[src/rtl/mava_pkg.sv]
// ----------------------------------------------------------------------------
// mava_pkg - mesh area and volume accumulator package
// Widths, micro-op table and shared types for the triangle accumulator.
// ----------------------------------------------------------------------------
`default_nettype none

package mava_pkg;

	localparam int COORD_BITS = 16;
	localparam int NORM_BITS  = 16;
	localparam int EDGE_W     = COORD_BITS + 1;
	localparam int MUL_W      = 2 * EDGE_W + 1;
	localparam int PROD_W     = 2 * MUL_W;
	localparam int ACC_W      = PROD_W + 2;
	localparam int ROOT_W     = ACC_W / 2;
	localparam int D_W        = 3 * COORD_BITS + 3;
	localparam int AREA_W     = 63;
	localparam int VOL_W      = 64;
	localparam int QE_W       = (D_W > VOL_W) ? D_W : VOL_W;
	localparam int DIVISOR    = 6;
	localparam int NUM_UOPS   = 21;
	localparam int UOP_W      = $clog2(NUM_UOPS + 1);

	// Divide by six one limb at a time: a three-bit remainder above a 16-bit
	// limb stays below 2^19, where the rounded-up reciprocal is exact
	localparam int DIV_LIMB_W  = 16;
	localparam int DIV_LIMBS   = (D_W + DIV_LIMB_W - 1) / DIV_LIMB_W;
	localparam int DIV_SHIFT   = 22;
	localparam int DIV_RECIP_W = 20;
	localparam int DIV_RECIP   = ((1 << DIV_SHIFT) + DIVISOR - 1) / DIVISOR;

	typedef enum logic [4:0] {
		SRC_AX, SRC_AY, SRC_AZ,
		SRC_BX, SRC_BY, SRC_BZ,
		SRC_CX, SRC_CY, SRC_CZ,
		SRC_NX, SRC_NY, SRC_NZ,
		SRC_X1, SRC_Y1, SRC_Z1,
		SRC_X2, SRC_Y2, SRC_Z2,
		SRC_K0, SRC_K1, SRC_K2,
		SRC_QX, SRC_QY, SRC_QZ
	} src_t;

	typedef enum logic [3:0] {
		DST_NONE, DST_K0, DST_K1, DST_K2,
		DST_QX, DST_QY, DST_QZ, DST_S, DST_D, DST_DOT
	} dst_t;

	typedef struct packed {
		src_t a;
		src_t b;
		logic first;
		logic sub;
		dst_t dst;
	} uop_t;

	typedef struct packed {
		logic valid;
		logic first;
		logic sub;
		dst_t dst;
	} mac_ctl_t;

	typedef struct packed {
		logic                     en;
		dst_t                     dst;
		logic signed [ACC_W-1:0]  value;
	} mac_wr_t;

	// Operand order keeps each stored result written back before its first use
	function automatic uop_t uop_at(logic [UOP_W-1:0] idx);
		uop_t u;
		u = '{a: SRC_AX, b: SRC_AX, first: 1'b1, sub: 1'b0, dst: DST_NONE};
		unique case (int'(idx))
			0: u = '{SRC_Y1, SRC_Z2, 1'b1, 1'b0, DST_NONE};
			1: u = '{SRC_Y2, SRC_Z1, 1'b0, 1'b1, DST_K0};
			2: u = '{SRC_X1, SRC_Z2, 1'b1, 1'b0, DST_NONE};
			3: u = '{SRC_X2, SRC_Z1, 1'b0, 1'b1, DST_K1};
			4: u = '{SRC_X1, SRC_Y2, 1'b1, 1'b0, DST_NONE};
			5: u = '{SRC_X2, SRC_Y1, 1'b0, 1'b1, DST_K2};
			6: u = '{SRC_BY, SRC_CZ, 1'b1, 1'b0, DST_NONE};
			7: u = '{SRC_BZ, SRC_CY, 1'b0, 1'b1, DST_QX};
			8: u = '{SRC_K0, SRC_K0, 1'b1, 1'b0, DST_NONE};
			9: u = '{SRC_K1, SRC_K1, 1'b0, 1'b0, DST_NONE};
			10: u = '{SRC_K2, SRC_K2, 1'b0, 1'b0, DST_S};
			11: u = '{SRC_BZ, SRC_CX, 1'b1, 1'b0, DST_NONE};
			12: u = '{SRC_BX, SRC_CZ, 1'b0, 1'b1, DST_QY};
			13: u = '{SRC_BX, SRC_CY, 1'b1, 1'b0, DST_NONE};
			14: u = '{SRC_BY, SRC_CX, 1'b0, 1'b1, DST_QZ};
			15: u = '{SRC_AX, SRC_QX, 1'b1, 1'b0, DST_NONE};
			16: u = '{SRC_AY, SRC_QY, 1'b0, 1'b0, DST_NONE};
			17: u = '{SRC_AZ, SRC_QZ, 1'b0, 1'b0, DST_D};
			18: u = '{SRC_AX, SRC_NX, 1'b1, 1'b0, DST_NONE};
			19: u = '{SRC_AY, SRC_NY, 1'b0, 1'b0, DST_NONE};
			20: u = '{SRC_AZ, SRC_NZ, 1'b0, 1'b0, DST_DOT};
			default: u = '{SRC_AX, SRC_AX, 1'b1, 1'b0, DST_NONE};
		endcase
		return u;
	endfunction

endpackage

`default_nettype wire

[src/rtl/mava_mac.sv]
// ----------------------------------------------------------------------------
// mava_mac - shared multiply-accumulate unit
// One signed multiplier with a registered product, then a signed accumulator.
// ----------------------------------------------------------------------------
`default_nettype none

module mava_mac (
	input  wire logic                                clk,
	input  wire logic                                arst_n,
	input  wire logic signed [mava_pkg::MUL_W-1:0]   op_a,
	input  wire logic signed [mava_pkg::MUL_W-1:0]   op_b,
	input  wire mava_pkg::mac_ctl_t                  ctl,
	output mava_pkg::mac_wr_t                        wr
);

	logic signed [mava_pkg::PROD_W-1:0] prod;
	logic signed [mava_pkg::PROD_W-1:0] prod_s1;
	mava_pkg::mac_ctl_t                 ctl_s1;
	logic signed [mava_pkg::ACC_W-1:0]  acc_q;
	logic signed [mava_pkg::ACC_W-1:0]  base;
	logic signed [mava_pkg::ACC_W-1:0]  addend;
	logic signed [mava_pkg::ACC_W-1:0]  sum;

	assign prod = op_a * op_b;

	always_ff @(posedge clk or negedge arst_n) begin
		if (!arst_n) begin
			ctl_s1 <= '{valid: 1'b0, first: 1'b0, sub: 1'b0, dst: mava_pkg::DST_NONE};
		end else begin
			ctl_s1 <= ctl;
		end
	end

	always_ff @(posedge clk) begin
		prod_s1 <= prod;
		if (ctl_s1.valid) begin
			acc_q <= sum;
		end
	end

	assign addend = mava_pkg::ACC_W'(prod_s1);
	assign base   = ctl_s1.first ? '0 : acc_q;
	assign sum    = ctl_s1.sub ? (base - addend) : (base + addend);

	assign wr.en    = ctl_s1.valid && (ctl_s1.dst != mava_pkg::DST_NONE);
	assign wr.dst   = ctl_s1.dst;
	assign wr.value = sum;

endmodule

`default_nettype wire

[config.mk]
export PLATFORM = sky130hd
export DESIGN_NAME = mava_mac
export DESIGN_NICKNAME = d
export VERILOG_FILES = /design/src/rtl/mava_pkg.sv /design/src/rtl/mava_mac.sv
export SDC_FILE = /design/constraint.sdc
export NUM_CORES = 2
export LEC_CHECK = 0
export BUFFER_PORTS_ARGS = -buffer_cell sky130_fd_sc_hd__buf_4
export CELL_PAD_IN_SITES_DETAIL_PLACEMENT = 1
export CELL_PAD_IN_SITES_GLOBAL_PLACEMENT = 1
export CORE_UTILIZATION = 40
export DETAILED_ROUTE_END_ITERATION = 12
export PLACE_DENSITY_LB_ADDON = 0.1
export SETUP_SLACK_MARGIN = 0.02
export SYNTH_ARGS = -nofsm -noshare
export SYNTH_HDL_FRONTEND = slang
export SYNTH_SLANG_ARGS = --single-unit
[constraint.sdc]
create_clock -name clk -period 5.65 [get_ports clk]
set_input_delay 0 -clock clk [delete_from_list [all_inputs] [get_ports clk]]
set_output_delay 0 -clock clk [all_outputs]
set_load 0.05 [all_outputs]
==> results.yml <==
route:
  vias: 41200
  highest_layer: "met4"
  antenna_left: 0
  drt-total-wl_mm: 177
  dr_wl_met2_mm: 88.4
  vias_per_cell: 5.02
  firstDrtPassIters: 4
  drtIter0Drc: 1806
  met3WireLength_mm: 5.24
  wl_per_cell_um: 21.5
  post-route-drc-count: 0
  wl_met1_mm: 78.6
worst_hold_path:
  worstHoldEndpoint: "prod_s1[0]$_DFF_P_"
  holdPathStages: 3
  hp-start: "op_b[0]"
  hp-class: "in2reg"
clock_tree:
  h-tree-depth: 4
  cts_buffer_depth: 2
  worstSkewPairLatency_ns: 0.47
  cts_tree: "built"
  cts_sinks: 149
  cts.reportedPaths.clkPinSlew_ns: 0.06
  root_buffer: "clkbuf_16"
  cts_made_buffers: 17
timing:
  finalSetupViolCount: 73
  max_freq_mhz: 147
  timing.setup.tns_ns: -44.40
  tightest_slew_ns: 0.737
  finalMaxSlewViolations: 0
  rsz0062_at_grt: "yes"
  max_slew_margin_pct: 50.9
  final_hold_viol_count: 0
  skew_ns: 0.0173
  timing.final.crit_share_pct: 120
  setup_ws_ns: -1.15
  whs_ns: 0.180
  period_minus_slack_ns: 6.80
synth:
  synth_cell_types: 81
  ys_dominant_reg_cell: "edfxtp_1"
  ys_seq_elements: 149
  synth.net_count: 7433
  syn-cell-area_mm2: 0.0534
  async_reset_ff_share_pct: 4.70
  synth_edf_count: 72
  syn_avg_cell_area_um2: 9.27
  netlist_instances: 5763
  yosys_warnings: 0
  ys_seq_area_share_pct: 7.00
flow_run:
  maxCapViolations: 0
cells_and_area:
  finalNonFillerCells: 8214
  fillerInstances: 14700
  drive_above_1_share_pct: 24.1
  ff_latch_area_mm2: 0.00374
  final_nets: 8115
  multi_input_area_mm2: 0.0469
  areaGrowthSynthToFinish_pct: 25.5
setup_path:
  startpoint_type: "input port"
  cp.arrival_ns: 7.14
  cpPeakStageDelay_ns: 0.55
  crit_top_cell: "fa_1"
  critPathRequiredTime_ns: 5.99
  critPathMaxFanout: 4
  end_kind: "flip-flop"
  crit_type: "in2reg"
  r2r_start: "prod_s1[11]$_DFF_P_"
  ff2ff_setup_slack_ns: -0.10
  rr_worst_depth: 29
  r2r_end: "acc_q[63]$_DFFE_PP_"
  critical-path-slowest-cell: "fa_1"
global_route:
  grt_max_degree: 51
  grt_first_pass_wirelength_mm: 279
  antenna_found_initial: 2
  grt_overflow: 0
  track_usage_pct: 26.7
  grt_pass1_vias: 48000
floorplan:
  core_area_mm2: 0.132
  dieArea_mm2: 0.135
  num_io_pins: 156
  die_h_um: 367
  rows: 133
  die_w_um: 367
  initial_core_util_pct: 40.5
run_status:
  outcome: "complete, but fails checks"
  violations: "setup timing"
placement:
  place_congestion: 0.875
  place_inst: 8027
  io_buffers: 155
  dp_hpwl_mm: 149
-- registers in the layout, indices dropped and copies added, names as in the netlist --
name,flops
acc_q,72
prod_s1,70
wr,4
ctl_s1,3
-- cells in the mapped netlist (34+ instances only) --
cell type / n / area [um^2]
nor3_1: 34 / 170
ha_1: 279 / 3490
dfxtp_1: 70 / 1400
inv_1: 1250 / 4690
edfxtp_1: 72 / 2160
xor2_1: 58 / 508
nor2_1: 156 / 586
clkbuf_1: 288 / 1080
a21o_1: 81 / 608
and2_1: 661 / 4140
fa_1: 1312 / 26300
a21oi_1: 196 / 981
nor2b_1: 86 / 538
nand2_1: 630 / 2360
xnor2_1: 158 / 1380
o21ai_0: 87 / 435
-- worst max path at each step --
stage / depth (start not counted) / end / slack, ns / from
finish: 30 / prod_s1[68]$_DFF_P_ / -1.15 / op_a[22]
global route: 31 / prod_s1[68]$_DFF_P_ / -1.36 / op_a[20]
CTS: 30 / prod_s1[68]$_DFF_P_ / -1.13 / op_b[2]
detailed placement: 27 / prod_s1[67]$_DFF_P_ / -1.90 / op_a[30]
global placement: 28 / prod_s1[66]$_DFF_P_ / -1.84 / op_b[2]
floorplan: 30 / prod_s1[67]$_DFF_P_ / -1.58 / op_a[34]
-- kinds of logic (layout without fill, tap and decap cells) --
group | Yosys count | count (layout) | synth area share [%]
AO/OA/AOI/OAI | 525 | 525 | 6.11
XOR/XNOR | 216 | 216 | 3.54
adder cells (fa/ha/maj) | 1591 | 1591 | 55.7
buffers and inverters | 1551 | 2246 | 10.9
flip-flops | 149 | 149 | 7.00
multiplexers | 4 | 4 | 0.0984
other | 0 | 1 | 0
AND/OR/NAND/NOR | 1727 | 1727 | 16.6
-- metrics by stage --
| stage | utilization, % | worst slack (ns) | area (um^2) |
|---|---|---|---|
| floorplan | - | -1.58 | 54500 |
| global placement | 46.6 | -1.84 | 61500 |
| detailed placement | 46.6 | -1.90 | 61500 |
| CTS | 49.4 | -1.13 | 65200 |
| global route | 50.8 | -1.36 | 67000 |
| finish | 50.8 | -1.15 | 67000 |
-- timing repair --
item                       CTS  global route
gates resized for setup    504           352
setup endpoints to repair   95           104
cloned                       2             2
hold buffers                 9             0
setup buffers               91            84
pin swaps                  242           292
hold endpoints to repair    14             0
-- metal layers --
metal / GRT usage, % / up-vias
met5: 0 / -
met1: 36.1 / 21900
met2: 46.3 / 667
met4: 6.66 / 0
li1: - / 18400
met3: 2.16 / 204
-- layout make-up --
type	count	area share, %
Clock inverter	10	0.166
Clock buffer	22	0.758
Timing Repair Buffer	964	13.2
Tap cell	1755	3.28
Inverter	1250	7.01
Sequential cell	149	5.59
Antenna cell	1	0.00373
Multi-Input combinational cell	4063	70.0
-- cells in the final DEF (no fill, tap or decap), drive strengths merged, types with 13 or more instances in the layout --
master and instances:
nor3 35, o21bai 23, edfxtp 72, a21o 81
fa 1312, nand2b 33, inv 1253, o21a 17
xor2 58, nor2 156, nand2 630, a21oi 197
and2 662, nand4 32, clkbuf 24, nor4 16
nand3 26, a31oi 27, xnor2 158, dfxtp 70
o21ai 89, ha 279, nor2b 86, buf 952
o31ai 13
-- critical path: cells and delay by family --
| family | cells | cell delay (ns) |
|---|---|---|
| xor gates and xnor gates | 1 | 0.16 |
| adders and majority gates | 9 | 4.41 |
| and+or+nand+nor | 3 | 0.41 |
| buffers and inverters | 10 | 0.81 |
| AOI/OAI and AO/OA | 7 | 1.36 |
Power is left out: the tool's default activity adds up to more than one toggle a clock period on the data nets, which glitch-free logic cannot reach.
