File: config.mk
export PLATFORM = sky130hd
export DESIGN_NAME = mava_isqrt
export DESIGN_NICKNAME = d
export VERILOG_FILES = /design/src/rtl/mava_pkg.sv /design/src/rtl/mava_isqrt.sv
export SDC_FILE = /design/constraint.sdc
export NUM_CORES = 1
export LEC_CHECK = 0
export ABC_AREA = 1
export BUFFER_PORTS_ARGS = -buffer_cell sky130_fd_sc_hd__buf_4
export CORE_MARGIN = 2
export CORE_UTILIZATION = 35
export CTS_CLUSTER_DIAMETER = 40
export DETAILED_ROUTE_END_ITERATION = 16
export SLEW_MARGIN = 20
export SYNTH_ARGS = -nofsm -noshare
export SYNTH_HDL_FRONTEND = slang
export SYNTH_SLANG_ARGS = --single-unit
File: constraint.sdc
create_clock -name clk -period 9.9 [get_ports clk]
set_input_delay 0.495 -clock clk [delete_from_list [all_inputs] [get_ports clk]]
set_output_delay 0.495 -clock clk [all_outputs]
set_load 0.02 [all_outputs]
File: src/rtl/mava_pkg.sv
// ----------------------------------------------------------------------------
// mava_pkg - mesh area and volume accumulator package
// Widths, micro-op table and shared types for the triangle accumulator.
// ----------------------------------------------------------------------------
`default_nettype none

package mava_pkg;

	localparam int COORD_BITS = 16;
	localparam int NORM_BITS  = 16;
	localparam int EDGE_W     = COORD_BITS + 1;
	localparam int MUL_W      = 2 * EDGE_W + 1;
	localparam int PROD_W     = 2 * MUL_W;
	localparam int ACC_W      = PROD_W + 2;
	localparam int ROOT_W     = ACC_W / 2;
	localparam int D_W        = 3 * COORD_BITS + 3;
	localparam int AREA_W     = 63;
	localparam int VOL_W      = 64;
	localparam int QE_W       = (D_W > VOL_W) ? D_W : VOL_W;
	localparam int DIVISOR    = 6;
	localparam int NUM_UOPS   = 21;
	localparam int UOP_W      = $clog2(NUM_UOPS + 1);

	// Divide by six one limb at a time: a three-bit remainder above a 16-bit
	// limb stays below 2^19, where the rounded-up reciprocal is exact
	localparam int DIV_LIMB_W  = 16;
	localparam int DIV_LIMBS   = (D_W + DIV_LIMB_W - 1) / DIV_LIMB_W;
	localparam int DIV_SHIFT   = 22;
	localparam int DIV_RECIP_W = 20;
	localparam int DIV_RECIP   = ((1 << DIV_SHIFT) + DIVISOR - 1) / DIVISOR;

	typedef enum logic [4:0] {
		SRC_AX, SRC_AY, SRC_AZ,
		SRC_BX, SRC_BY, SRC_BZ,
		SRC_CX, SRC_CY, SRC_CZ,
		SRC_NX, SRC_NY, SRC_NZ,
		SRC_X1, SRC_Y1, SRC_Z1,
		SRC_X2, SRC_Y2, SRC_Z2,
		SRC_K0, SRC_K1, SRC_K2,
		SRC_QX, SRC_QY, SRC_QZ
	} src_t;

	typedef enum logic [3:0] {
		DST_NONE, DST_K0, DST_K1, DST_K2,
		DST_QX, DST_QY, DST_QZ, DST_S, DST_D, DST_DOT
	} dst_t;

	typedef struct packed {
		src_t a;
		src_t b;
		logic first;
		logic sub;
		dst_t dst;
	} uop_t;

	typedef struct packed {
		logic valid;
		logic first;
		logic sub;
		dst_t dst;
	} mac_ctl_t;

	typedef struct packed {
		logic                     en;
		dst_t                     dst;
		logic signed [ACC_W-1:0]  value;
	} mac_wr_t;

	// Operand order keeps each stored result written back before its first use
	function automatic uop_t uop_at(logic [UOP_W-1:0] idx);
		uop_t u;
		u = '{a: SRC_AX, b: SRC_AX, first: 1'b1, sub: 1'b0, dst: DST_NONE};
		unique case (int'(idx))
			0: u = '{SRC_Y1, SRC_Z2, 1'b1, 1'b0, DST_NONE};
			1: u = '{SRC_Y2, SRC_Z1, 1'b0, 1'b1, DST_K0};
			2: u = '{SRC_X1, SRC_Z2, 1'b1, 1'b0, DST_NONE};
			3: u = '{SRC_X2, SRC_Z1, 1'b0, 1'b1, DST_K1};
			4: u = '{SRC_X1, SRC_Y2, 1'b1, 1'b0, DST_NONE};
			5: u = '{SRC_X2, SRC_Y1, 1'b0, 1'b1, DST_K2};
			6: u = '{SRC_BY, SRC_CZ, 1'b1, 1'b0, DST_NONE};
			7: u = '{SRC_BZ, SRC_CY, 1'b0, 1'b1, DST_QX};
			8: u = '{SRC_K0, SRC_K0, 1'b1, 1'b0, DST_NONE};
			9: u = '{SRC_K1, SRC_K1, 1'b0, 1'b0, DST_NONE};
			10: u = '{SRC_K2, SRC_K2, 1'b0, 1'b0, DST_S};
			11: u = '{SRC_BZ, SRC_CX, 1'b1, 1'b0, DST_NONE};
			12: u = '{SRC_BX, SRC_CZ, 1'b0, 1'b1, DST_QY};
			13: u = '{SRC_BX, SRC_CY, 1'b1, 1'b0, DST_NONE};
			14: u = '{SRC_BY, SRC_CX, 1'b0, 1'b1, DST_QZ};
			15: u = '{SRC_AX, SRC_QX, 1'b1, 1'b0, DST_NONE};
			16: u = '{SRC_AY, SRC_QY, 1'b0, 1'b0, DST_NONE};
			17: u = '{SRC_AZ, SRC_QZ, 1'b0, 1'b0, DST_D};
			18: u = '{SRC_AX, SRC_NX, 1'b1, 1'b0, DST_NONE};
			19: u = '{SRC_AY, SRC_NY, 1'b0, 1'b0, DST_NONE};
			20: u = '{SRC_AZ, SRC_NZ, 1'b0, 1'b0, DST_DOT};
			default: u = '{SRC_AX, SRC_AX, 1'b1, 1'b0, DST_NONE};
		endcase
		return u;
	endfunction

endpackage

`default_nettype wire

File: src/rtl/mava_isqrt.sv
// ----------------------------------------------------------------------------
// mava_isqrt - iterative integer square root
// Restoring digit-by-digit root, two radicand bits per cycle, rounds down.
// ----------------------------------------------------------------------------
`default_nettype none

module mava_isqrt (
	input  wire logic                                clk,
	input  wire logic                                arst_n,
	input  wire logic                                start,
	input  wire logic [mava_pkg::ACC_W-1:0]          radicand,
	output logic                                     busy,
	output logic [mava_pkg::ROOT_W-1:0]              root
);

	localparam int REM_W = mava_pkg::ROOT_W + 2;
	localparam int CNT_W = $clog2(mava_pkg::ROOT_W + 1);

	logic [mava_pkg::ACC_W-1:0] rad_q;
	logic [mava_pkg::ROOT_W-1:0] root_q;
	logic [REM_W-1:0]           rem_q;
	logic [REM_W-1:0]           cur;
	logic [REM_W-1:0]           trial;
	logic                       take;
	logic [CNT_W-1:0]           cnt_q;
	logic                       busy_q;

	assign cur   = {rem_q[REM_W-3:0], rad_q[mava_pkg::ACC_W-1 -: 2]};
	assign trial = {root_q, 2'b01};
	assign take  = (cur >= trial);

	always_ff @(posedge clk or negedge arst_n) begin
		if (!arst_n) begin
			busy_q <= 1'b0;
			cnt_q  <= '0;
		end else if (start) begin
			busy_q <= 1'b1;
			cnt_q  <= '0;
		end else if (busy_q) begin
			cnt_q <= cnt_q + 1'b1;
			if (cnt_q == CNT_W'(mava_pkg::ROOT_W - 1)) begin
				busy_q <= 1'b0;
			end
		end
	end

	always_ff @(posedge clk) begin
		if (start) begin
			rad_q  <= radicand;
			rem_q  <= '0;
			root_q <= '0;
		end else if (busy_q) begin
			rad_q  <= {rad_q[mava_pkg::ACC_W-3:0], 2'b00};
			rem_q  <= take ? (cur - trial) : cur;
			root_q <= {root_q[mava_pkg::ROOT_W-2:0], take};
		end
	end

	assign busy = busy_q;
	assign root = root_q;

endmodule

`default_nettype wire

==> key figures <==
Die
  • Die X: 165.2 um
  • Boundary pin count: 112
  • CORE AREA: 25330 um^2
  • FP Rows: 58
  • Die ar.: 27280 um^2
  • Starting Density: 0.3589
  • Die height: 165.2 um

Placement
  • Buffers on Ports: 111
  • GP Congestion: 0.9092
  • Dpl hpwl: 18.88 mm

Flow run
  • Max_cap viols: 0

Cells and area
  • ANT cells: 0
  • Layout cells sized above 1: 0.1266
  • # fillers: 2625
  • P&R area growth vs syn: 18.31%
  • Layout Nets: 1523
  • Fin util: 0.4246

Worst setup path
  • RR Startpoint: busy
  • Crit path from: busy
  • Most frequent CP cell: inv_2
  • Setup Crit Path Kind: flop to flop
  • WP buf/inv: 3
  • WP data arrival: 3.27 ns
  • Setup crit end kind: flop
  • Critical Path Source Type: flop
  • CP Max Fanout: 50
  • Crit-path cells: buf_4 > inv_2 > nor2_1 > inv_2 > o22ai_1
  • Top delay family on crit path: buffers and inverters
  • CP peak stage delay: 0.83 ns
  • Crit-path slowest cell: nor2_1
  • Req. time, crit path: 10.24 ns

GRT
  • GR Layer Usage met2: 0.3258
  • First-pass GRT wire length: 41.61 mm
  • Total track usage: 0.1941
  • Largest net degree at the start of global routing: 86
  • Top Usage Layer GRT: met2
  • Antenna violations before repair: 0
  • Grt met1 use: 0.2585
  • GR Layer Usage met3: 0.04221
  • Vias in the first global route: 8167
  • Global route overflow: 0

Clocking
  • H-Tree Depth: 4
  • Worst-skew pair later-pin latency: 0.44 ns
  • Clock buffer depth: 2
  • Post-CTS resize count: 0
  • CTS Sinks: 151
  • CTS clk-pin slew, worst paths: 0.07 ns
  • CTS Root Cell: clkbuf_16
  • Total clock buffers created by CTS: 17
  • CTS tree: yes

Timing
  • RSZ-0062 raised after global routing: no
  • Setup TNS: 0 ns
  • Hold Violations, Final: 0
  • Slew Viols, Final: 0
  • Tmin final: 2.935 ns
  • Setup-failing EPs final: 0
  • Achievable Freq: 340.7 MHz
  • Worst relative slew slack: 0.3276
  • Fin crit share: 0.2964
  • Final Skew: 0.01335 ns
  • Worst-margin pin slew: 1.005 ns

Worst hold path
  • HP Class: input port to flop
  • HP Start: radicand[1]

Drt
  • Remaining antenna violation count: 0
  • Residual DRC: 0
  • Initial drt markers: 548
  • First drt pass iteration count: 5
  • Vias: 8338
  • Post-DR wirelength/cell: 14.53 um
  • Vias per inst: 4.759
  • Total wire length: 25.47 mm

Logic synthesis
  • Post-synth EDFFs: 72
  • Post-synth ARST share: 0.04636
  • Post-Syn Nets: 1430
  • Synth warnings: 0
  • Synth Cell Area: 9090 um^2
  • Top cell type by total area after synthesis: edfxtp_1
  • Sequential-to-total area share from yosys stat: 0.4157
  • Netlist cell types: 38
  • Synth Flop Type: edfxtp_1
  • Syn avg cell area: 6.907 um^2
  • Mapped Cells: 1316
  • Share of the synthesized area in the top cell type: 0.2379
  • Register bit total from synthesis: 151
  • Synth area leaders: edfxtp_1 24%, nand2_1 23%, dfxtp_1 16%

Power
  • Static leakage: 5.589 nW
  • Pwr dens: 298.5 nW/um^2
  • Peak supply drop: 0.1166 mV

Run status
  • Status: completed
cell families after synthesis:
group                    count (synthesis)  share of synthesized area
buffers and inverters                  230                    0.09842
XOR/XNOR                                14                    0.01349
flip-flops                             151                     0.4157
AO/OA/AOI/OAI                           96                    0.06125
adder cells (fa/ha/maj)                 39                    0.05368
AND/OR/NAND/NOR                        786                     0.3575
report_power, final:
part | internal [mW] | total (mW) | switching (mW)
registers | 0.745 | 0.805 | 0.0601
clock network | 0.333 | 0.637 | 0.304
logic | 0.588 | 1.77 | 1.18
placed cells by master (no fill, tap or decap), types with 4 or more instances in the layout:
cell type	synthesis	layout
nor2_2	10	11
o21bai_1	8	8
nor2_1	82	81
nand4_1	34	34
inv_1	177	176
ha_1	39	39
clkbuf_16	0	17
nand3_1	81	81
dfrtp_1	7	7
inv_2	9	10
nor3_1	9	9
inv_6	0	4
inv_8	0	5
nand2_2	5	5
xor2_1	8	8
o21ai_0	8	8
buf_4	0	116
o21ai_1	7	7
o22ai_1	35	35
xnor2_1	6	6
nand2_1	550	550
a21oi_1	33	33
edfxtp_1	72	72
dfxtp_1	72	72
Yosys cell counts, types with 3 or more instances:
cell        n
a21oi_1    33
buf_1       6
buf_2       7
buf_6       3
clkbuf_1   27
dfrtp_1     7
dfxtp_1    72
edfxtp_1   72
ha_1       39
inv_1     177
inv_2       9
nand2_1   550
nand2_2     5
nand3_1    81
nand3b_1    3
nand4_1    34
nor2_1     82
nor2_2     10
nor3_1      9
o21ai_0     8
o21ai_1     7
o21bai_1    8
o22ai_1    35
or2_1       3
xnor2_1     6
xor2_1      8
sequential cells by signal (all words and copies together) (netlist names):
register  cells
cnt_q         6
rad_q        72
root         36
busy          1
rem_q        36
per-stage QoR:
stage               total power [mW]  hold WS [ns]  instance area, um^2  worst slack, ns  std cells
CTS                            3.219        0.3044                10750            6.148       1752
finish                         3.210        0.3129                10750            6.965       1752
detailed placement             2.573        0.3146                10190            6.165       1719
global placement               2.569        0.3134                10190            6.289       1719
floorplan                      2.128        0.1994                 9090            6.579       1316
global route                   3.508        0.3144                10750            6.659       1752
worst reg2reg max path, stage by stage, from the launching register on:
cell and delay (ns):
dfrtp_1 0.32, buf_4 0.46, inv_2 0.40, nor2_1 0.84
inv_2 0.56, o22ai_1 0.27
cell type report:
class / instances / area, um^2 / area share
clock inverters: 14 / 128.9 / 0.01198
multi-input cells: 935 / 4419 / 0.4109
repair buffers: 117 / 880.8 / 0.08191
flip-flops and latches: 151 / 3779 / 0.3514
clock buffers: 18 / 429.2 / 0.03991
inverters: 187 / 704.4 / 0.06550
well taps: 330 / 412.9 / 0.03839
metal layers:
layer  vias to the layer above  share of wire
met5                         -              0
met4                         0         0.0086
met3                        17          0.064
met2                       215           0.46
met1                      3743           0.47
li1                       4363              -
path summary, 6_finish.rpt:
check | endpoint | cells after the start | slack, ns
hold / removal | rad_q[1] | 3 | 0.31
setup / recovery | root[12] | 5 | 6.97
hold reg to reg | rem_q[35] | 2 | 0.47
min in group asynchronous | cnt_q[4] | 2 | 0.43
max in group asynchronous | cnt_q[3] | 2 | 9.34
setup reg to reg | root[12] | 5 | 6.97
what timing repair did:
| item | 4_1_cts | 5_1_grt |
|---|---|---|
| setup buffers | 0 | 0 |
| endpoints found under the hold margin | 7 | 0 |
| hold buffers | 1 | 0 |
Power figures use the tool's default switching activity.
