File: src/rtl/mava_pkg.sv
// ----------------------------------------------------------------------------
// mava_pkg - mesh area and volume accumulator package
// Widths, micro-op table and shared types for the triangle accumulator.
// ----------------------------------------------------------------------------
`default_nettype none

package mava_pkg;

	localparam int COORD_BITS = 16;
	localparam int NORM_BITS  = 16;
	localparam int EDGE_W     = COORD_BITS + 1;
	localparam int MUL_W      = 2 * EDGE_W + 1;
	localparam int PROD_W     = 2 * MUL_W;
	localparam int ACC_W      = PROD_W + 2;
	localparam int ROOT_W     = ACC_W / 2;
	localparam int D_W        = 3 * COORD_BITS + 3;
	localparam int AREA_W     = 63;
	localparam int VOL_W      = 64;
	localparam int QE_W       = (D_W > VOL_W) ? D_W : VOL_W;
	localparam int DIVISOR    = 6;
	localparam int NUM_UOPS   = 21;
	localparam int UOP_W      = $clog2(NUM_UOPS + 1);

	// Divide by six one limb at a time: a three-bit remainder above a 16-bit
	// limb stays below 2^19, where the rounded-up reciprocal is exact
	localparam int DIV_LIMB_W  = 16;
	localparam int DIV_LIMBS   = (D_W + DIV_LIMB_W - 1) / DIV_LIMB_W;
	localparam int DIV_SHIFT   = 22;
	localparam int DIV_RECIP_W = 20;
	localparam int DIV_RECIP   = ((1 << DIV_SHIFT) + DIVISOR - 1) / DIVISOR;

	typedef enum logic [4:0] {
		SRC_AX, SRC_AY, SRC_AZ,
		SRC_BX, SRC_BY, SRC_BZ,
		SRC_CX, SRC_CY, SRC_CZ,
		SRC_NX, SRC_NY, SRC_NZ,
		SRC_X1, SRC_Y1, SRC_Z1,
		SRC_X2, SRC_Y2, SRC_Z2,
		SRC_K0, SRC_K1, SRC_K2,
		SRC_QX, SRC_QY, SRC_QZ
	} src_t;

	typedef enum logic [3:0] {
		DST_NONE, DST_K0, DST_K1, DST_K2,
		DST_QX, DST_QY, DST_QZ, DST_S, DST_D, DST_DOT
	} dst_t;

	typedef struct packed {
		src_t a;
		src_t b;
		logic first;
		logic sub;
		dst_t dst;
	} uop_t;

	typedef struct packed {
		logic valid;
		logic first;
		logic sub;
		dst_t dst;
	} mac_ctl_t;

	typedef struct packed {
		logic                     en;
		dst_t                     dst;
		logic signed [ACC_W-1:0]  value;
	} mac_wr_t;

	// Operand order keeps each stored result written back before its first use
	function automatic uop_t uop_at(logic [UOP_W-1:0] idx);
		uop_t u;
		u = '{a: SRC_AX, b: SRC_AX, first: 1'b1, sub: 1'b0, dst: DST_NONE};
		unique case (int'(idx))
			0: u = '{SRC_Y1, SRC_Z2, 1'b1, 1'b0, DST_NONE};
			1: u = '{SRC_Y2, SRC_Z1, 1'b0, 1'b1, DST_K0};
			2: u = '{SRC_X1, SRC_Z2, 1'b1, 1'b0, DST_NONE};
			3: u = '{SRC_X2, SRC_Z1, 1'b0, 1'b1, DST_K1};
			4: u = '{SRC_X1, SRC_Y2, 1'b1, 1'b0, DST_NONE};
			5: u = '{SRC_X2, SRC_Y1, 1'b0, 1'b1, DST_K2};
			6: u = '{SRC_BY, SRC_CZ, 1'b1, 1'b0, DST_NONE};
			7: u = '{SRC_BZ, SRC_CY, 1'b0, 1'b1, DST_QX};
			8: u = '{SRC_K0, SRC_K0, 1'b1, 1'b0, DST_NONE};
			9: u = '{SRC_K1, SRC_K1, 1'b0, 1'b0, DST_NONE};
			10: u = '{SRC_K2, SRC_K2, 1'b0, 1'b0, DST_S};
			11: u = '{SRC_BZ, SRC_CX, 1'b1, 1'b0, DST_NONE};
			12: u = '{SRC_BX, SRC_CZ, 1'b0, 1'b1, DST_QY};
			13: u = '{SRC_BX, SRC_CY, 1'b1, 1'b0, DST_NONE};
			14: u = '{SRC_BY, SRC_CX, 1'b0, 1'b1, DST_QZ};
			15: u = '{SRC_AX, SRC_QX, 1'b1, 1'b0, DST_NONE};
			16: u = '{SRC_AY, SRC_QY, 1'b0, 1'b0, DST_NONE};
			17: u = '{SRC_AZ, SRC_QZ, 1'b0, 1'b0, DST_D};
			18: u = '{SRC_AX, SRC_NX, 1'b1, 1'b0, DST_NONE};
			19: u = '{SRC_AY, SRC_NY, 1'b0, 1'b0, DST_NONE};
			20: u = '{SRC_AZ, SRC_NZ, 1'b0, 1'b0, DST_DOT};
			default: u = '{SRC_AX, SRC_AX, 1'b1, 1'b0, DST_NONE};
		endcase
		return u;
	endfunction

endpackage

`default_nettype wire

File: src/rtl/mava_div6.sv
// ----------------------------------------------------------------------------
// mava_div6 - limb-wise divide by six
// Reciprocal multiplication on 16-bit limbs, most significant limb first;
// quotient limbs shift in at the bottom.
// ----------------------------------------------------------------------------
`default_nettype none

module mava_div6 (
	input  wire logic                                clk,
	input  wire logic                                arst_n,
	input  wire logic                                start,
	input  wire logic [mava_pkg::D_W-1:0]            dividend,
	output logic                                     busy,
	output logic [mava_pkg::D_W-1:0]                 quot
);

	localparam int LW    = mava_pkg::DIV_LIMB_W;
	localparam int NL    = mava_pkg::DIV_LIMBS;
	localparam int PW    = LW * NL;
	localparam int CW    = LW + 3;
	localparam int RW    = mava_pkg::DIV_RECIP_W;
	localparam int CNT_W = $clog2(NL + 1);
	localparam logic [RW-1:0] RECIP = RW'(mava_pkg::DIV_RECIP);

	logic [PW-1:0]    num_q;
	logic [2:0]       rem_q;
	logic [CW-1:0]    cur;
	logic [CW+RW-1:0] prod;
	logic [LW-1:0]    digit;
	logic [CW-1:0]    back;
	logic [CW-1:0]    diff;
	logic [CNT_W-1:0] cnt_q;
	logic             busy_q;

	assign cur   = {rem_q, num_q[PW-1 -: LW]};
	assign prod  = (CW+RW)'(cur) * (CW+RW)'(RECIP);
	assign digit = prod[mava_pkg::DIV_SHIFT +: LW];
	// six times the quotient digit
	assign back  = CW'({digit, 2'b00}) + CW'({digit, 1'b0});
	assign diff  = cur - back;

	always_ff @(posedge clk or negedge arst_n) begin
		if (!arst_n) begin
			busy_q <= 1'b0;
			cnt_q  <= '0;
		end else if (start) begin
			busy_q <= 1'b1;
			cnt_q  <= '0;
		end else if (busy_q) begin
			cnt_q <= cnt_q + 1'b1;
			if (cnt_q == CNT_W'(NL - 1)) begin
				busy_q <= 1'b0;
			end
		end
	end

	// dividend limbs leave at the top while quotient limbs enter at the bottom
	always_ff @(posedge clk) begin
		if (start) begin
			num_q <= PW'(dividend);
			rem_q <= '0;
		end else if (busy_q) begin
			num_q <= {num_q[PW-LW-1:0], digit};
			rem_q <= diff[2:0];
		end
	end

	assign busy = busy_q;
	assign quot = num_q[mava_pkg::D_W-1:0];

endmodule

`default_nettype wire

File: config.mk
export PLATFORM = sky130hd
export DESIGN_NAME = mava_div6
export DESIGN_NICKNAME = d
export VERILOG_FILES = /design/src/rtl/mava_pkg.sv /design/src/rtl/mava_div6.sv
export SDC_FILE = /design/constraint.sdc
export NUM_CORES = 1
export LEC_CHECK = 0
export BUFFER_PORTS_ARGS = -buffer_cell sky130_fd_sc_hd__buf_4
export CELL_PAD_IN_SITES_DETAIL_PLACEMENT = 0
export CELL_PAD_IN_SITES_GLOBAL_PLACEMENT = 2
export CORE_ASPECT_RATIO = 1.5
export CORE_MARGIN = 2
export CORE_UTILIZATION = 39
export DETAILED_ROUTE_END_ITERATION = 10
export PLACE_DENSITY_LB_ADDON = 0.15
export SLEW_MARGIN = 20
export SYNTH_ARGS = -nofsm -noshare
export SYNTH_HDL_FRONTEND = slang
export SYNTH_SLANG_ARGS = --single-unit
File: constraint.sdc
create_clock -name clk -period 8.2 [get_ports clk]
set_clock_uncertainty 0.05 [all_clocks]
set_input_delay 0.82 -clock clk [delete_from_list [all_inputs] [get_ports clk]]
set_output_delay 0.82 -clock clk [all_outputs]
set_load 0.01 [all_outputs]
==> flow_results.org, run 1 <==
** Status
- Status :: complete, no violations

** Synth
- The share of synthesized area in the top cell type comes to 0.243.
- Yosys printed 0 warnings.
- The synthesized design spends more area on one cell type than any other, namely sky130_fd_sc_hd__fa_1.
- In this run, distinct cell masters in the synthesized netlist total 48.
- Post-synth top flop :: sky130_fd_sc_hd__edfxtp_1
- The most common cell in the synthesized netlist is sky130_fd_sc_hd__inv_1.
- Of the total synthesized cell area, the portion taken by AND, OR, NAND and NOR gates is 0.0409.
- Synth Area in XOR/XNOR :: 0.0245
- Counting flops and latches in the post-synthesis netlist gives 71.
- Number of enable flip-flop cells after synthesis :: 51
- Main combinational cell family by area after synthesis :: adder cells
- Compound-Gate Fraction of Synth Area :: 0.0580
- Post-synthesis instance total :: 780
- The number of nets handed over by synthesis was 1,069.
- Summing every instance area after synthesis gives 8420 sq um.
- Of the synthesized area, sequential elements account for 0.232.
- Adder-Cell Fraction of Synth Area :: 0.440
- Counting flops with an async set or reset pin after synthesis yields a share of 0.0563.
- Mean instance size in the synthesized netlist :: 10.8 sq um
- Main area contributors after synthesis :: sky130_fd_sc_hd__fa_1 24%, sky130_fd_sc_hd__ha_1 20%, sky130_fd_sc_hd__edfxtp_1 18%, sky130_fd_sc_hd__inv_1 8.4%, sky130_fd_sc_hd__mux2_2 4.8%
- Mux contribution to synthesized area :: 0.0685
- Top cells by instance count after synthesis :: 188 x sky130_fd_sc_hd__inv_1, 133 x sky130_fd_sc_hd__ha_1, 102 x sky130_fd_sc_hd__fa_1, 51 x sky130_fd_sc_hd__buf_4, 51 x sky130_fd_sc_hd__edfxtp_1

** Setup path
- The worst setup path is captured at a register.
- Data arrival at the endpoint of the critical path :: 6.78 ns
- In this run the critical register-to-register path is launched from num_q[54]$_SDFFE_PP0P_.
- Capture instance of the worst register-to-register path :: rem_q[2]$_SDFFE_PP0P_
- Of all nets on the critical path, the largest fanout is 4.
- Req. time, crit path :: 8.34 ns
- Startpoint class of the critical path :: register
- The critical path ends at rem_q[2]$_SDFFE_PP0P_.
- Worst setup path class :: register to register
- Worst r2r path cells :: 22
- Worst setup path startpoint :: num_q[54]$_SDFFE_PP0P_
- The worst register-to-register path has a setup slack of 1.56 ns.

** Cells and area
- Layout net count :: 1,124
- Compared with the post-synthesis result, the final layout area differs by 11.9%.
- Of the cells placed in the final design, the portion with a size suffix greater than 1 is 0.199.
- Sequential cell area in the final layout :: 1950 sq um
- Number of antenna cells inserted :: 0
- In the final layout, the multi-input gates occupy 5320 sq um.
- Post-Route Utilization :: 0.446
- After filler insertion, the fill cell instance count of the layout stands at 2,053.

** Timing
- Relative slew margins :: 0.493
- Fin Setup TNS :: 0 ns
- Final count of negative-setup-slack endpoints :: 0
- Setup repair after global routing left no endpoint under its margin.
- Final-report hold violation count :: 0
- In the finished design, the share of the clock period the worst path needs comes to 0.810.
- Actual slew at the worst max-slew pin :: 0.761 ns
- Final critical-path required period :: 6.64 ns
- Achievable Freq :: 151 MHz
- Max-slew violation total from the final report :: 0

** Global routing
- The via count of the first global-routing pass is 5,981.
- Global routing finished with a remaining overflow of 0.
- Number of antenna violations at the first check in global routing :: 0
- First-pass GRT wire length :: 31.3 mm
- For this run, the total global-route usage over all layers was measured as 0.183.
- Maximum number of pins on one net before global-route repair :: 67

** Job
- Max_cap viols :: 0

** Floorplanning
- The floorplan has 65 rows.
- Starting utilization of the core area :: 0.398
- Number of top-level pins :: 106
- After floorplanning, the core was sized to cover 21,100 sq um.
- Die area :: 22,800 sq um
- Measured along the x axis, the die boundary spans 124 microns.
- The die is 184 microns tall.

** Clocking
- Hold repair after CTS inserted 0 buffers.
- CTS buffer count :: 9
- Clock tree from TritonCTS :: done
- H-tree Lvls :: 3
- The longest clock path from root to sink contains 2 buffers.
- The cell sitting at the root of the clock tree is a sky130_fd_sc_hd__clkbuf_16.
- Post-CTS Setup Inserts :: 0
- CTS clock-pin slew for the worst setup and hold paths :: 0.06 ns
- Post-cts gate resize count :: 0
- The clock net in this run drives a total of 71 sinks.
- Clock latency reported for the late side of the worst-skew pair :: 0.33 ns

** Placed design
- Summed over all nets, the half-perimeter wirelength after detailed placement is 16.5 mm.
- Port Buffer Count :: 105
- At the end of routability-driven placement, the weighted congestion stood at 0.849.

** Drt
- For this run, the detailed router's first-pass iteration total came to 4.
- After the first detailed-routing iteration, the DRC count stood at 207.
- After detailed routing, the number of remaining DRC violations is 0.
- Post-detailed-route count of antenna-violating nets :: 0
- Sum of routed wire length over all layers :: 19.2 mm
- After detailed routing, the number of vias per cell comes to 4.78.
- Total vias in the final route :: 5,298
- After detailed routing, the average wire length per cell comes to 17.4 microns.

** Hold path
- The path class of the tightest hold or removal check is primary input to asynchronous set/reset pin.
logic make-up after synthesis:
group | Yosys count
buf+inv | 252
fa+ha+maj | 235
flops | 71
compound gates | 73
mux | 53
xor+xnor | 22
simple gates | 74
per-stage QoR:
stage	area, sq um	setup slack, ns	instances	hold slack, ns
finish	9420	1.56	1108	0.224
global route	9420	1.21	1108	0.213
CTS	9420	1.48	1108	0.204
detailed placement	9130	1.50	1092	0.471
global placement	9130	1.55	1092	0.451
floorplan	8420	2.37	780	0.434
routing by layer:
layer  global-route usage  routed length (microns)  share of wire  vias to the layer above
li1                     -                        -              -                     2585
met1                0.224                     8140           0.42                     2595
met2                0.327                    10100           0.52                       96
met3               0.0208                      543          0.028                       22
met4               0.0634                      482          0.025                        0
met5                    0                        0              0                        -
worst max-delay path, cell delays in order (launching register included):
cell and delay (ns):
sky130_fd_sc_hd__dfxtp_1 0.42, sky130_fd_sc_hd__ha_1 0.34, sky130_fd_sc_hd__fa_1 0.62, sky130_fd_sc_hd__inv_1 0.12, sky130_fd_sc_hd__fa_1 0.49, sky130_fd_sc_hd__inv_1 0.05
sky130_fd_sc_hd__fa_1 0.48, sky130_fd_sc_hd__fa_1 0.55, sky130_fd_sc_hd__inv_1 0.07, sky130_fd_sc_hd__fa_1 0.53, sky130_fd_sc_hd__inv_1 0.04, sky130_fd_sc_hd__ha_1 0.31
sky130_fd_sc_hd__a21o_1 0.20, sky130_fd_sc_hd__a21oi_2 0.21, sky130_fd_sc_hd__nor2b_1 0.08, sky130_fd_sc_hd__o311a_1 0.34, sky130_fd_sc_hd__a2111oi_2 0.42, sky130_fd_sc_hd__xnor2_1 0.22
sky130_fd_sc_hd__ha_1 0.25, sky130_fd_sc_hd__xnor2_1 0.16, sky130_fd_sc_hd__xnor3_1 0.32, sky130_fd_sc_hd__mux2i_1 0.16, sky130_fd_sc_hd__nor2_1 0.05
sequential cells by signal (all words and copies together), names as in the netlist:
name	count
rem_q	3
num_q	64
busy	1
cnt_q	3
cells in the final DEF, fill, tap and decap left out, drive strengths merged, types with 3 or more instances in the layout:
cell and n:
inv 189, ha 133, buf 108, fa 102, edfxtp 51, mux2 37
nor2 25, nand2 24, o21ai 19, a21oi 18, xnor2 16, mux2i 16
dfxtp 16, a21o 9, clkbuf 9, a211oi 6, and3 5, nand4 5
xor2 5, a31oi 4, dfrtp 4, nand2b 3, nor3 3, nand3 3
clkinv 3
cell type report:
class                   count  share of cell area
multi-input cells         457               0.565
flip-flops and latches     71               0.207
repair buffers            108              0.0860
inverters                 188              0.0749
well taps                 268              0.0356
clock buffers               9              0.0239
clock inverters             7             0.00770
how the worst min path moves through the flow:
| stage | depth (start not counted) | startpoint | slack (ns) | to |
|---|---|---|---|---|
| after global routing | 1 | arst_n | 0.21 | cnt_q[2]$_DFFE_PN0P_ |
| after CTS | 1 | arst_n | 0.20 | cnt_q[1]$_DFFE_PN0P_ |
| after global placement | 2 | num_q[35]$_DFFE_PP_ | 0.45 | num_q[51]$_SDFFE_PP0P_ |
| final | 1 | arst_n | 0.22 | cnt_q[2]$_DFFE_PN0P_ |
| after floorplan | 2 | num_q[35]$_DFFE_PP_ | 0.43 | num_q[51]$_SDFFE_PP0P_ |
| after detailed placement | 2 | num_q[47]$_DFFE_PP_ | 0.47 | num_q[63]$_SDFFE_PP0P_ |
Power of run 1 is left out: the tool's default activity adds up to more than one toggle a clock period on the data nets, which glitch-free logic cannot reach.
==> run 2: changes to the inputs <==
clock period = 6.6 ns   (was 8.2 ns; I/O delays follow)
==> flow_results.org, run 2 (synthesis results as in run 1) <==
** Cells and area
- Largest registers :: num_q x64, cnt_q x3, rem_q x3 (unchanged)
- Commonest cells after routing, fill and taps aside :: 188 x sky130_fd_sc_hd__inv_1, 131 x sky130_fd_sc_hd__ha_1, 124 x sky130_fd_sc_hd__buf_4 (was 188 x sky130_fd_sc_hd__inv_1, 133 x sky130_fd_sc_hd__ha_1, 108 x sky130_fd_sc_hd__buf_4)
- Post-Route Utilization :: 0.454 (was 0.446)
- The number of flip-flops under the largest register name was 64 (unchanged).
- The net total in the final layout came to 1,140 (was 1,124).
- The diode insertion count for antenna repair was 0 (unchanged).
- Summed area of non-filler cells in the final layout :: 9610 sq um (was 9420 sq um)
- Area growth from synthesis to final layout :: 14.2% (was 11.9%)
- The register containing the most flip-flops in the final layout is num_q (unchanged).
- The share of cells above drive strength 1 came to 0.218 (was 0.199).
- Filler Cells Inserted :: 2,071 (was 2,053)
- The most frequent standard cell in the layout excluding fill and tap cells is sky130_fd_sc_hd__inv_1 (unchanged).

** Timing
- Final critical-path required period :: 6.27 ns (was 6.64 ns)
- Relative slew margins :: 0.498 (was 0.493)
- RSZ-0062 raised after global routing: false (unchanged).
- Achievable Freq :: 159 MHz (was 151 MHz)
- Max-slew violation total from the final report :: 0 (unchanged)
- The minimum hold slack was 0.0541 ns (was 0.224 ns).
- Fin Setup TNS :: 0 ns (unchanged)
- Period utilization :: 0.951 (was 0.810)
- Final-report hold violation count :: 0 (unchanged)
- The actual transition at the worst max-transition pin was 0.752 ns (was 0.761 ns).
- The number of failing setup endpoints in the final timing report is 0 (unchanged).

** Global routing
- The via count of the first global-routing pass came to 6,163 (was 5,981).
- The global route total overflow is 0 (unchanged).
- Number of antenna violations at the first check in global routing :: 0 (unchanged)
- Total routing usage reported by global routing :: 0.185 (was 0.183)
- The wire length of the first global-routing pass is 31.8 mm (was 31.3 mm).
- Maximum number of pins on one net before global-route repair :: 67 (unchanged)

** Clocking
- Maximum clock insertion buffer count :: 2 (unchanged)
- The number of buffers inserted for hold repair after clock tree synthesis was 0 (unchanged).
- The number of CTS-inserted buffers came to 9 (unchanged).
- Clock latency reported for the late side of the worst-skew pair :: 0.34 ns (was 0.33 ns)
- The clock net sink count came to 71 (unchanged).
- The clock tree from TritonCTS was done (unchanged).
- H-tree Lvls :: 3 (unchanged)
- The root buffer selected by CTS was sky130_fd_sc_hd__clkbuf_16 (unchanged).
- CTS clock-pin slew for the worst setup and hold paths :: 0.06 ns (about the same)

** Drt
- Sum of routed wire length over all layers :: 19.5 mm (was 19.2 mm)
- Post-detailed-route count of antenna-violating nets :: 0 (unchanged)
- DR DRC count :: 0 (unchanged)
- Number of design-rule violations left by the first detailed-router iteration :: 178 (was 207)
- The via count normalized by instance count is 4.86 (was 4.78).
- The final routed wire length divided by cell count was 17.4 microns (about the same).
- Number of iterations in the first detailed-routing pass :: 4 (unchanged)
- The count of vias placed by the detailed router came to 5,463 (was 5,298).

** Placed design
- The post-place instance area came to 9240 sq um (was 9130 sq um).
- The number of port buffers came to 105 (unchanged).
- The HPWL reported at the end of detailed placement is 16.6 mm (was 16.5 mm).
- Final GP Congestion :: 0.872 (was 0.849)

** Floorplanning
- Die Y :: 184 microns (unchanged)
- Core Footprint :: 21,100 sq um (unchanged)
- The horizontal extent of the die is 124 microns (unchanged).
- Cell row count :: 65 (unchanged)
- Die area :: 22,800 sq um (unchanged)
- Starting utilization of the core area :: 0.398 (unchanged)
- Number of top-level pins :: 106 (unchanged)

** Job
- Max_cap viols :: 0 (unchanged)

** Setup path
- The maximum net fanout on the critical path was 4 (unchanged).
- Req. time, crit path :: 6.75 ns (was 8.34 ns)
- The data arrival at the endpoint of the critical path came to 6.43 ns (was 6.78 ns).
- The type of element launching the critical path is a register (unchanged).
- The element type at the critical path end is a register (unchanged).
- Worst setup path class :: register to register (unchanged)

** Hold path
- Worst hold path type :: primary input to asynchronous set/reset pin (unchanged)

** Status
- Status: complete, no violations (unchanged).
[run 2: cell types whose count changed in the layout (fill, tap and decap cells not counted), sizes merged]
cell	before	now
clkinvlp	2	0
bufinv	1	2
buf	108	124
clkinv	3	2
clkbuf	9	11
[run 2: worst max-delay path, stage by stage, from the launching register on]
cell	delay [ns]
sky130_fd_sc_hd__dfxtp_1	0.40
sky130_fd_sc_hd__ha_2	0.35
sky130_fd_sc_hd__fa_2	0.61
sky130_fd_sc_hd__inv_1	0.09
sky130_fd_sc_hd__fa_1	0.48
sky130_fd_sc_hd__inv_1	0.05
sky130_fd_sc_hd__fa_1	0.47
sky130_fd_sc_hd__fa_1	0.55
sky130_fd_sc_hd__inv_1	0.06
sky130_fd_sc_hd__fa_1	0.53
sky130_fd_sc_hd__inv_1	0.04
sky130_fd_sc_hd__ha_1	0.31
sky130_fd_sc_hd__a21o_1	0.20
sky130_fd_sc_hd__a21oi_2	0.18
sky130_fd_sc_hd__nor2b_1	0.07
sky130_fd_sc_hd__o311a_1	0.36
sky130_fd_sc_hd__a2111oi_4	0.30
sky130_fd_sc_hd__xnor2_1	0.21
sky130_fd_sc_hd__ha_1	0.22
sky130_fd_sc_hd__xnor2_1	0.13
sky130_fd_sc_hd__xnor3_1	0.29
sky130_fd_sc_hd__mux2i_1	0.15
sky130_fd_sc_hd__nor2_1	0.05
[run 2: cell type report]
type	instances	area (sq um)	share of cell area
Timing Repair Buffer	124	931	0.0969
Sequential cell	71	1950	0.203
Clock inverter	5	78.8	0.00820
Tap cell	268	335	0.0349
Clock buffer	11	253	0.0263
Inverter	188	706	0.0734
Multi-Input combinational cell	457	5350	0.557
[run 2: path summary, 6_finish.rpt]
kind | start | to | slack (ns) | cells after the start
worst min-delay path | arst_n | cnt_q[1]$_DFFE_PN0P_ | 0.05 | 1
max in group asynchronous | arst_n | busy$_DFF_PN0_ | 6.33 | 1
worst min register to register | num_q[41]$_DFFE_PP_ | num_q[57]$_SDFFE_PP0P_ | 0.47 | 2
worst max-delay path | num_q[52]$_SDFFE_PP0P_ | rem_q[2]$_SDFFE_PP0P_ | 0.33 | 22
min in group clk | num_q[41]$_DFFE_PP_ | num_q[57]$_SDFFE_PP0P_ | 0.47 | 2
worst max register to register | num_q[52]$_SDFFE_PP0P_ | rem_q[2]$_SDFFE_PP0P_ | 0.33 | 22
[run 2: timing repair]
item	in CTS	in global routing
gates resized for setup	0	6
setup buffers	0	1
endpoints found under the setup margin	0	1
[run 2: per-stage QoR]
stage                     cells  worst slack, ns
after floorplan             780            0.774
after global placement     1107            0.317
after detailed placement   1107            0.230
after CTS                  1123            0.217
after global routing       1124           0.0289
final                      1124            0.326
[run 2: per-layer routing]
layer / vias to the layer above / part of all wire / global-route usage
li1: 2618 / - / -
met1: 2707 / 0.42 / 0.229
met2: 115 / 0.52 / 0.327
met3: 23 / 0.035 / 0.0251
met4: 0 / 0.030 / 0.0643
met5: - / 0 / 0
Power of run 2 is left out for the same reason.
